==> src/rtl/fbb_pkg.sv <==
// package for the rectangle raster engine: screen size, modes, address width
// no dependencies
package fbb_pkg;
  localparam int SCREEN_W = 320;
  localparam int SCREEN_H = 240;
  localparam int NPIX = SCREEN_W * SCREEN_H;
  localparam int AW = $clog2(NPIX);
  localparam int KEY_SHIFT = 24;

  localparam logic [2:0] MODE_CLEAR = 3'd0;
  localparam logic [2:0] MODE_PUT   = 3'd1;
  localparam logic [2:0] MODE_GET   = 3'd2;
  localparam logic [2:0] MODE_FILL  = 3'd3;
  localparam logic [2:0] MODE_BLIT  = 3'd4;
  localparam logic [2:0] MODE_COPY  = 3'd5;

  // memory port bundle from the sequencer
  typedef struct packed {
    logic          we;
    logic [AW-1:0] waddr;
    logic [31:0]   wdata;
    logic          re;
    logic [AW-1:0] raddr;
  } mem_req_t;
endpackage

==> src/rtl/fbb_seq.sv <==
// command sequencer: clipping, pixel walk, read-modify-write of the store
// depends on fbb_pkg
module fbb_seq (
  input  logic                     clk,
  input  logic                     rst_n,
  input  logic                     in_valid,
  output logic                     in_ready,
  input  logic [2:0]               in_mode,
  input  logic signed [13:0]       in_x,
  input  logic signed [13:0]       in_y,
  input  logic signed [13:0]       in_width,
  input  logic signed [13:0]       in_height,
  input  logic signed [13:0]       in_src_x,
  input  logic signed [13:0]       in_src_y,
  input  logic [31:0]              in_color,
  output logic                     out_valid,
  input  logic                     out_ready,
  output logic [31:0]              out_read_pixel,
  output logic                     out_on_screen,
  output fbb_pkg::mem_req_t        req,
  input  logic [31:0]              rdata
);
  localparam logic [2:0] S_CLEAR = 3'd0;
  localparam logic [2:0] S_IDLE  = 3'd1;
  localparam logic [2:0] S_FILL  = 3'd2;
  localparam logic [2:0] S_GET   = 3'd3;
  localparam logic [2:0] S_COPY  = 3'd4;
  localparam logic [2:0] S_OUT   = 3'd5;
  localparam logic [2:0] S_CLIP  = 3'd6;
  localparam int SW = fbb_pkg::SCREEN_W;
  localparam int SH = fbb_pkg::SCREEN_H;
  localparam int AW = fbb_pkg::AW;

  logic [2:0] state_r, state_nxt;
  logic [AW-1:0] addr_r;
  logic [31:0] color_r;
  logic [2:0] mode_r;
  logic signed [17:0] x_r, y_r, w_r, h_r, sx_r, sy_r;
  logic [12:0] col_r, row_r;
  logic rev_r, rd_pend_r;
  logic [AW-1:0] wb_addr_r;
  logic [31:0] res_pix_r;
  logic res_hit_r;
  logic [AW-1:0] row_base_d, row_base_s;

  // signed extended inputs
  logic signed [17:0] ex, ey, ew, eh, esx, esy, dx, dy;
  assign ex = 18'(in_x); assign ey = 18'(in_y);
  assign ew = 18'(in_width); assign eh = 18'(in_height);
  assign esx = 18'(in_src_x); assign esy = 18'(in_src_y);
  assign dx = ex + esx; assign dy = ey + esy;

  logic put_on, blit_ok;
  assign put_on = (ex >= 0) && (ex < SW) && (ey >= 0) && (ey < SH);
  assign blit_ok = (ew > 0) && (eh > 0) && (esx >= 0) && (esx < ew) &&
                   (esy >= 0) && (esy < eh) && (dx >= 0) && (dx < SW) &&
                   (dy >= 0) && (dy < SH);

  // fill rectangle clipped to the screen
  logic signed [17:0] fx0, fy0, fw, fh;
  logic is_fill;
  assign is_fill = (in_mode == fbb_pkg::MODE_FILL);
  assign fx0 = (ex < 0) ? 18'sd0 : ex;
  assign fy0 = (ey < 0) ? 18'sd0 : ey;
  assign fw = (((ex + ew) > SW) ? 18'(SW) : (ex + ew)) - fx0;
  assign fh = (((ey + eh) > SH) ? 18'(SH) : (ey + eh)) - fy0;

  // on-screen flag at accept time; fill and copy set it later
  logic hit_in;
  always_comb begin
    case (in_mode)
      fbb_pkg::MODE_CLEAR: hit_in = 1'b1;
      fbb_pkg::MODE_PUT, fbb_pkg::MODE_GET: hit_in = put_on;
      fbb_pkg::MODE_BLIT: hit_in = blit_ok;
      default: hit_in = 1'b0;
    endcase
  end

  function automatic logic [AW-1:0] pix_addr(input logic signed [17:0] px,
                                              input logic signed [17:0] py);
    logic [31:0] a;
    a = 32'(py) * 32'(SW) + 32'(px);
    return a[AW-1:0];
  endfunction

  assign in_ready = (state_r == S_IDLE);

  // copy clipping stage values
  logic signed [17:0] cx, cy, cw, ch, csx, csy, t;
  always_comb begin
    cx = x_r; cy = y_r; cw = w_r; ch = h_r; csx = sx_r; csy = sy_r;
    if (csx < 0) begin cx = cx - csx; cw = cw + csx; csx = 18'sd0; end
    if (csy < 0) begin cy = cy - csy; ch = ch + csy; csy = 18'sd0; end
    if (cx < 0) begin csx = csx - cx; cw = cw + cx; cx = 18'sd0; end
    if (cy < 0) begin csy = csy - cy; ch = ch + cy; cy = 18'sd0; end
    t = 18'(SW) - csx; if (t < cw) cw = t;
    t = 18'(SW) - cx;  if (t < cw) cw = t;
    t = 18'(SH) - csy; if (t < ch) ch = t;
    t = 18'(SH) - cy;  if (t < ch) ch = t;
  end

  // current walk row index (reverse for downward overlap)
  logic [12:0] cur_row;
  assign cur_row = rev_r ? 13'(h_r - 18'sd1 - 18'(row_r)) : row_r;
  assign row_base_d = pix_addr(x_r, y_r + 18'(cur_row));
  assign row_base_s = pix_addr(sx_r, sy_r + 18'(cur_row));

  logic last_col, last_row;
  assign last_col = (18'(col_r) == w_r - 18'sd1);
  assign last_row = (18'(row_r) == h_r - 18'sd1);

  // column direction: right-to-left when rows coincide and dest is right
  logic rcol_r;
  logic [12:0] rev_col;
  assign rev_col = rcol_r ? 13'(w_r - 18'sd1 - 18'(col_r)) : col_r;

  // memory requests and next state; copy writes back the word read the cycle before
  always_comb begin
    req = '0;
    state_nxt = state_r;
    case (state_r)
      S_CLEAR: begin
        req.we = 1'b1; req.waddr = addr_r; req.wdata = color_r;
        if (addr_r == AW'(fbb_pkg::NPIX - 1)) state_nxt = (mode_r == fbb_pkg::MODE_CLEAR
          && res_hit_r) ? S_OUT : S_IDLE;
      end
      S_IDLE: begin
        if (in_valid) begin
          case (in_mode)
            fbb_pkg::MODE_CLEAR: state_nxt = S_CLEAR;
            fbb_pkg::MODE_PUT: begin
              req.we = put_on; req.waddr = pix_addr(ex, ey); req.wdata = in_color;
              state_nxt = S_OUT;
            end
            fbb_pkg::MODE_GET: begin
              req.re = put_on; req.raddr = pix_addr(ex, ey);
              state_nxt = put_on ? S_GET : S_OUT;
            end
            fbb_pkg::MODE_FILL: state_nxt = S_FILL;
            fbb_pkg::MODE_BLIT: begin
              req.we = blit_ok && (in_color[31:fbb_pkg::KEY_SHIFT] != '0);
              req.waddr = pix_addr(dx, dy); req.wdata = in_color;
              state_nxt = S_OUT;
            end
            fbb_pkg::MODE_COPY: state_nxt = S_CLIP;
            default: state_nxt = S_OUT;
          endcase
        end
      end
      S_FILL: begin
        if (w_r <= 0 || h_r <= 0) state_nxt = S_OUT;
        else begin
          req.we = 1'b1; req.waddr = row_base_d + AW'(col_r); req.wdata = color_r;
          if (last_col && last_row) state_nxt = S_OUT;
        end
      end
      S_GET: state_nxt = S_OUT;
      S_CLIP: state_nxt = (cw > 0 && ch > 0) ? S_COPY : S_OUT;
      S_COPY: begin
        req.we = rd_pend_r; req.waddr = wb_addr_r; req.wdata = rdata;
        if (rd_pend_r && !(18'(row_r) < h_r)) state_nxt = S_OUT;
        else if (18'(row_r) < h_r) begin
          req.re = 1'b1;
          req.raddr = row_base_s + AW'(rev_col);
        end
      end
      S_OUT: if (out_ready) state_nxt = S_IDLE;
      default: state_nxt = S_IDLE;
    endcase
  end

  // registers
  always_ff @(posedge clk) begin
    if (!rst_n) begin
      state_r <= S_CLEAR; addr_r <= '0; color_r <= '0; mode_r <= 3'd7;
      res_hit_r <= 1'b0; rd_pend_r <= 1'b0; rev_r <= 1'b0; rcol_r <= 1'b0;
    end else begin
      state_r <= state_nxt;
      case (state_r)
        S_CLEAR: addr_r <= addr_r + AW'(1);
        S_IDLE: if (in_valid) begin
          mode_r <= in_mode; color_r <= in_color; addr_r <= '0;
          col_r <= '0; row_r <= '0; rd_pend_r <= 1'b0; res_pix_r <= '0;
          rev_r <= 1'b0; rcol_r <= 1'b0;
          x_r <= is_fill ? fx0 : ex;
          y_r <= is_fill ? fy0 : ey;
          w_r <= is_fill ? fw : ew;
          h_r <= is_fill ? fh : eh;
          sx_r <= esx; sy_r <= esy;
          res_hit_r <= hit_in;
        end
        S_FILL: begin
          if (w_r > 0 && h_r > 0) begin
            res_hit_r <= 1'b1;
            if (last_col) begin col_r <= '0; row_r <= row_r + 13'd1; end
            else col_r <= col_r + 13'd1;
          end
        end
        S_GET: res_pix_r <= rdata;
        S_CLIP: begin
          x_r <= cx; y_r <= cy; w_r <= cw; h_r <= ch; sx_r <= csx; sy_r <= csy;
          rev_r <= (cy > csy); rcol_r <= (cy == csy) && (cx > csx);
          res_hit_r <= (cw > 0 && ch > 0);
        end
        S_COPY: begin
          rd_pend_r <= (18'(row_r) < h_r);
          wb_addr_r <= row_base_d + AW'(rev_col);
          if (18'(row_r) < h_r) begin
            if (last_col) begin col_r <= '0; row_r <= row_r + 13'd1; end
            else col_r <= col_r + 13'd1;
          end
        end
        default: ;
      endcase
    end
  end

  assign out_valid = (state_r == S_OUT);
  assign out_read_pixel = res_pix_r;
  assign out_on_screen = res_hit_r;
endmodule

==> config.mk <==
export PLATFORM = sky130hd
export DESIGN_NAME = fbb_seq
export DESIGN_NICKNAME = d
export VERILOG_FILES = /design/src/rtl/fbb_pkg.sv /design/src/rtl/fbb_seq.sv
export SDC_FILE = /design/constraint.sdc
export NUM_CORES = 2
export LEC_CHECK = 0
export ABC_AREA = 1
export BUFFER_PORTS_ARGS = -buffer_cell sky130_fd_sc_hd__clkbuf_2
export CAP_MARGIN = 10
export CORE_ASPECT_RATIO = 0.7
export CORE_MARGIN = 2
export CORE_UTILIZATION = 60
export CTS_CLUSTER_DIAMETER = 150
export DETAILED_ROUTE_END_ITERATION = 10
export PLACE_DENSITY = 0.76
export SYNTH_ARGS = -nofsm -noshare
export SYNTH_HDL_FRONTEND = slang
export SYNTH_SLANG_ARGS = --single-unit
==> constraint.sdc <==
create_clock -name clk -period 24.3 [get_ports clk]
set_input_delay 1.215 -clock clk [delete_from_list [all_inputs] [get_ports clk]]
set_output_delay 1.215 -clock clk [all_outputs]
set_load 0.1 [all_outputs]
== Yosys cells after proc, flatten, opt, wreduce, memory -nomap -nowiden ==
Index checks and enable logic that the tools add are counted.

* Bits in registers: 242
* Bits of input ports: 155
* Output and inout bits: 103
* Word-level logic and storage cells: 235

* Add/sub/neg operators: 36
* Multipliers: 4
* Order comparisons: 35
* Eq/ne operators: 22
* Mux-type cells: 78
* Reductions and logical operators: 42

{| class="wikitable"
|+ Operator list
! operator !! number
|-
| 18-bit 2-to-1 mux || 33
|-
| 18-bit case mux with 2 select lines || 7
|-
| 50-bit case mux with 4 select lines || 1
|-
| 13-bit 2-to-1 mux || 9
|-
| 18-bit subtractor || 6
|-
| 50-bit case mux with 2 select lines || 1
|-
| 14-bit by 14-bit adder with 15-bit output || 6
|-
| 13-bit case mux with 3 select lines || 2
|-
| 18-bit adder || 4
|-
| 18-bit by 1-bit > comparator with 1-bit output (second input constant) || 4
|-
| 18-bit by 1-bit less-than comparator with 1-bit output (second input constant) || 4
|-
| 18-bit less-than comparator || 4
|-
| 68-bit 2-to-1 mux || 1
|-
| 32-bit case mux with 2 select lines || 1
|-
| 14-bit by 1-bit greater-or-equal comparator with 1-bit output (second input constant) || 4
|-
| 17-bit by 13-bit adder with 17-bit output || 3
|-
| 50-bit 2-to-1 mux || 1
|-
| 18-bit by 13-bit adder with 18-bit output || 2
|-
| 13-bit by 18-bit equality test with 1-bit output || 2
|-
| 18-bit > comparator || 2
|-
| 18-bit by 1-bit less-or-equal comparator with 1-bit output (second input constant) || 2
|-
| 18-bit by 4-bit multiplier with 11-bit output (second input constant) || 2
|-
| 10-bit by 18-bit subtractor with 18-bit output (first input constant) || 2
|-
| 18-bit by 1-bit subtractor with 18-bit output (second input constant) || 2
|-
| other kinds (48) || 112
|}

== Logic depth before layout (Yosys ltp) ==
* Depth in word-level cells: 14
* Gate-level depth with buffers: 67
* Mapped depth without buffers: 65

== Least setup slack after synthesis ==
Ideal clock, no wire load.

* Path kind: flip-flop to output port
* Start point: register h_r[0]
* End point: output req[65] (netlist bit)
* Arrival: 6.887 ns
* Data required time: 23.085 ns
* Path slack: 16.198 ns
* Stages on the path, launching flop included: 34
* Buffers on the path: 0
* Cell sequence: edfxtp_1 > inv_1 > ha_1 > xor2_1 > ha_1 > a21oi_1 > nand2_1 > inv_1 > nor2_1 > nor2_1 > nor2_1 > nor2_1 > nor2_1 > nand3b_1 > o21ai_0 > ha_1 > inv_1 > nor2_1 > nor2_1 > nor2_1 > o21ai_0 > nand2_1 > or2_2 > nand2_1 > inv_1 > ha_1 > ha_1 > xnor2_1 > inv_1 > ha_1 > a21oi_1 > xor2_1 > o31ai_1 > o21ai_0

{| class="wikitable"
|+ RTL lines
! item !! RTL line !! source
|-
| start, declared || fbb_seq.sv:38 || <nowiki>logic signed [17:0] x_r, y_r, w_r, h_r, sx_r, sy_r;</nowiki>
|-
| start signal, assigned || fbb_seq.sv:188 || <nowiki>h_r <= is_fill ? fh : eh;</nowiki>
|-
| end, declared || fbb_seq.sv:20 || <nowiki>output fbb_pkg::mem_req_t req,</nowiki>
|}

== Worst setup path after layout ==
* Start point: register sx_r[3]
* End point: register res_hit_r (netlist: out_on_screen)

* Cells in the longest elaborated chain, start to end: 12

{| class="wikitable"
|+ Ends and longest elaborated chain
! item !! RTL line !! source
|-
| start, declared || fbb_seq.sv:38 ||
|-
| start signal, assigned || fbb_seq.sv:189 || <nowiki>sx_r <= esx; sy_r <= esy;</nowiki>
|-
| 18-bit subtractor or 18-bit by 1-bit less-than comparator with 1-bit output (tied branches) || fbb_seq.sv:92 || <nowiki>if (csx < 0) begin cx = cx - csx; cw = cw + csx; csx = 18'sd0; end</nowiki>
|-
| 18-bit 2-to-1 mux || fbb_seq.sv:92 ||
|-
| 18-bit subtractor or 18-bit by 1-bit less-than comparator with 1-bit output (tied branches) || fbb_seq.sv:94 || <nowiki>if (cx < 0) begin csx = csx - cx; cw = cw + cx; cx = 18'sd0; end</nowiki>
|-
| 18-bit 2-to-1 mux || fbb_seq.sv:94 ||
|-
| 10-bit by 18-bit subtractor with 18-bit output || fbb_seq.sv:96 || <nowiki>t = 18'(SW) - csx; if (t < cw) cw = t;</nowiki>
|-
| 18-bit less-than comparator || fbb_seq.sv:96 ||
|-
| 18-bit 2-to-1 mux || fbb_seq.sv:96 ||
|-
| 18-bit less-than comparator || fbb_seq.sv:97 || <nowiki>t = 18'(SW) - cx; if (t < cw) cw = t;</nowiki>
|-
| 18-bit 2-to-1 mux (*) || fbb_seq.sv:97 ||
|-
| 18-bit by 1-bit > comparator with 1-bit output (*) || fbb_seq.sv:203 || <nowiki>res_hit_r <= (cw > 0 && ch > 0);</nowiki>
|-
| 1-bit logical AND (*) || fbb_seq.sv:203 ||
|-
| 1-bit case mux with 3 select lines (*) || fbb_seq.sv:179 || <nowiki>case (state_r)</nowiki>
|-
| end signal, assigned || fbb_seq.sv:190 || <nowiki>res_hit_r <= hit_in;</nowiki>
|-
| end signal, assigned || fbb_seq.sv:203 ||
|-
| end, declared || fbb_seq.sv:43 || <nowiki>logic res_hit_r;</nowiki>
|}

Mark *: on every way between the ends. The rest lies on a longest branch, timed or not.
A chain may end at the register's enable or synchronous reset.

==> metrics.md <==
| Metric | Value |
|---|---|
| Post-CTS Resized | 0 |
| Antenna violations before repair | 5 |
| Grt met2 use | 55.0% |
| H-tree Lvls | 1 |
| Crit Path Max Fanout | 18 |
| DR vias/cell | 5.99 |
| Placer Congestion | 1.04 |
| WL per Instance | 21.2 um |
| Core Region | 59800 sq um |
| Kind of critical path | reg -> reg |
| GR peak layer | met1 |
| Clock sinks | 242 |
| Global-route wire length before repair | 203 mm |
| Layout area overhead | 8.56% |
| Cell Area, Synth | 36200 sq um |
| Via count | 38600 |
| Synth Area in Compound Gates | 17.0% |
| Cell chosen for the clock root | clkbuf_16 |
| Yosys warns | 0 |
| TritonCTS Buffers | 31 |
| Simple-Gate Fraction of Synth Area | 26.9% |
| Setup TNS | 0 ps |
| Dominant cells by area after synthesis | ha_1 (18%), edfxtp_1 (15%), nand2_1 (13%) |
| Detailed Routing Iterations Pass 1 | 6 |
| Min cycle time layout | 10350 ps |
| Slew Limit Fails | 0 |
| Pleak | 20.1 nW |
| Post-route DRC violation count | 0 |
| Post-Synth XOR/XNOR Area | 7.38% |
| Top-count cell post-synth | nand2_1 |
| Worst Path Arrival | 10830 ps |
| Max Fclk | 0.0966 GHz |
| Distinct cells, synth | 73 |
| RSZ-0062 raised after global routing | no |
| Clock Latency Late Sink | 620 ps |
| Total Routing Usage GR | 42.6% |
| Rel. slew slack | 11.8% |
| Slew of the pin with the lowest slew margin | 1320 ps |
| Post-Syn Instances | 5416 |
| Die area | 62400 sq um |
| Critical path's slowest cell | a31oi_1 |
| Top FF cell, synth | edfxtp_1 |
| Power per Cell Area | 128 nW/um^2 |
| Max-cap violation count | 0 |
| Period utilisation layout | 42.6% |
| Top cell type's share of synthesized area | 18.4% |
| Multiplexer area fraction after synthesis | 0.0553% |
| Final HPWL DP | 113 mm |
| Row Count | 75 |
| Synthesized flop and latch total | 242 |
| Worst vdd ir | 0.289 mV |
| Setup violators final | 0 |
| Die W | 298 um |
| CTS tree | yes |
| Die Ht | 210 um |
| Worst hold path type | reg -> reg |
| Async S/R FF share, synth | 0% |
| CTS max path bufs | 3 |
| DRT antenna net count | 0 |
| Largest net degree at the start of global routing | 74 |
| Status | completed |
| Worst path required time | 24780 ps |
| Final Skew | 20.0 ps |
| I/O Buffers | 257 |
| Dpl cell area | 38200 sq um |
| Syn nets | 6138 |
| Final #Nets | 6339 |
| IO Pins | 258 |
| Core Util, Final | 65.8% |
| Met3 Resource Use GR | 17.9% |
| Sequential area share after synthesis | 18.4% |
| Post-Synth Adder-Cell Area | 20.3% |
| Post-CTS setup buffer count | 0 |
| Final Hold Viols | 0 |
| Hold buffer count at CTS | 0 |
| Top post-synthesis cells by count | nand2_1 (1243), inv_1 (827), ha_1 (532) |
| Largest family of logic cells by synthesized area | simple AND/OR/NAND/NOR gates |
| Worst hold slack | 458 ps |
| Post-synth EDFFs | 183 |
| Grt ovf | 0 |
| Finished Cell Area | 39300 sq um |
| Initial Util | 60.6% |
| Syn Area/Cell | 6.69 sq um |
| PnR Total Power | 0.00501 W |
| Met1 usage in global routing | 64.5% |
| Drt total wl | 137 mm |
| Layout cells sized above 1 | 7.71% |
| Drt initial violations | 5041 |
| Vias in the first global route | 34600 |
| Slowest Stage Delay on Critical Path | 560 ps |
| Crit. End Element | flop |
| Clock slew at reported path FFs | 70 ps |
| CP most frequent cell | nand2_1 |
| Yosys top cell by area | ha_1 |
| CP startpoint kind | flop |
worst paths after layout:
kind               start             to  slack [ps]  cells after the start
max              sx_r[3]  out_on_screen       13950                     56
min          color_r[13]    color_r[13]         460                      2
max reg2reg      sx_r[3]  out_on_screen       13950                     56
min reg2reg  color_r[13]    color_r[13]         460                      2
report_power, final:
part / total, W / switching (W) / internal, W
Combinational: 0.00391 / 0.00266 / 0.00125
Clock: 0.000498 / 0.000208 / 0.000290
Sequential: 0.000609 / 0.0000617 / 0.000548
metrics by stage:
stage / instances / worst slack [ps]
finish: 6454 / 13950
global route: 6450 / 12920
CTS: 6450 / 14220
detailed placement: 6392 / 14280
global placement: 6392 / 14450
floorplan: 5416 / 16200
registers in the layout, indices dropped and copies added, names as in the netlist, 3 cells and up:
| name | flops |
|---|---|
| w_r | 18 |
| wb_addr_r | 17 |
| addr_r | 17 |
| y_r | 18 |
| state_r | 3 |
| row_r | 13 |
| color_r | 32 |
| col_r | 13 |
| x_r | 18 |
| sx_r | 18 |
| out_read_pixel | 32 |
| mode_r | 3 |
| h_r | 18 |
| sy_r | 18 |
critical path, delay by kind of cell, from the launching register on:
family                     cells  cell delay, ps
and+or+nand+nor               35            4400
AOI/OAI and AO/OA              8            2250
xor gates and xnor gates       2             650
buffers and inverters          7             950
DFF                            1             500
adders and majority gates      4            1460
layout make-up:
cell class / count / area (sq um)
Antenna cell: 4 / 10.0
Clock buffer: 37 / 808
Clock inverter: 21 / 244
Fill cell: 5551 / 20500
Inverter: 834 / 3130
Multi-Input combinational cell: 4228 / 26000
Sequential cell: 242 / 6680
Tap cell: 808 / 1010
Timing Repair Buffer: 280 / 1460
kinds of logic (layout without fill, tap and decap cells):
group           count (synthesis)  in the layout
mux                             2              2
xor+xnor                      305            305
other cells                     0              4
compound gates               1068           1068
buf+inv                       946           1172
fa+ha+maj                     567            567
simple gates                 2286           2286
flops                         242            242
layout by cell type (no fill, tap or decap), drive strengths merged, types with 16 or more instances in the layout:
cell type | synthesis | routed
fa | 35 | 35
nor2 | 477 | 477
o221ai | 39 | 39
o22ai | 29 | 29
dfxtp | 59 | 59
and2 | 16 | 16
nand4 | 58 | 58
nand3b | 16 | 16
o21bai | 52 | 52
clkinv | 5 | 16
ha | 532 | 532
edfxtp | 183 | 183
xnor2 | 93 | 93
or2 | 25 | 25
buf | 26 | 23
nor4 | 24 | 24
o211ai | 17 | 17
xor2 | 212 | 212
inv | 829 | 831
a31oi | 21 | 21
nand2 | 1274 | 1274
clkbuf | 86 | 294
o21a | 19 | 19
a21o | 22 | 22
nor3 | 75 | 75
o21ai | 437 | 437
a21oi | 355 | 355
nand3 | 305 | 305
metal layers:
layer | part of all wire (%) | up-vias
li1 | - | 18500
met1 | 44 | 17700
met2 | 36 | 2199
met3 | 18 | 186
met4 | 2.2 | 4
met5 | 0.021 | -
(Power assumes the default switching activity.)
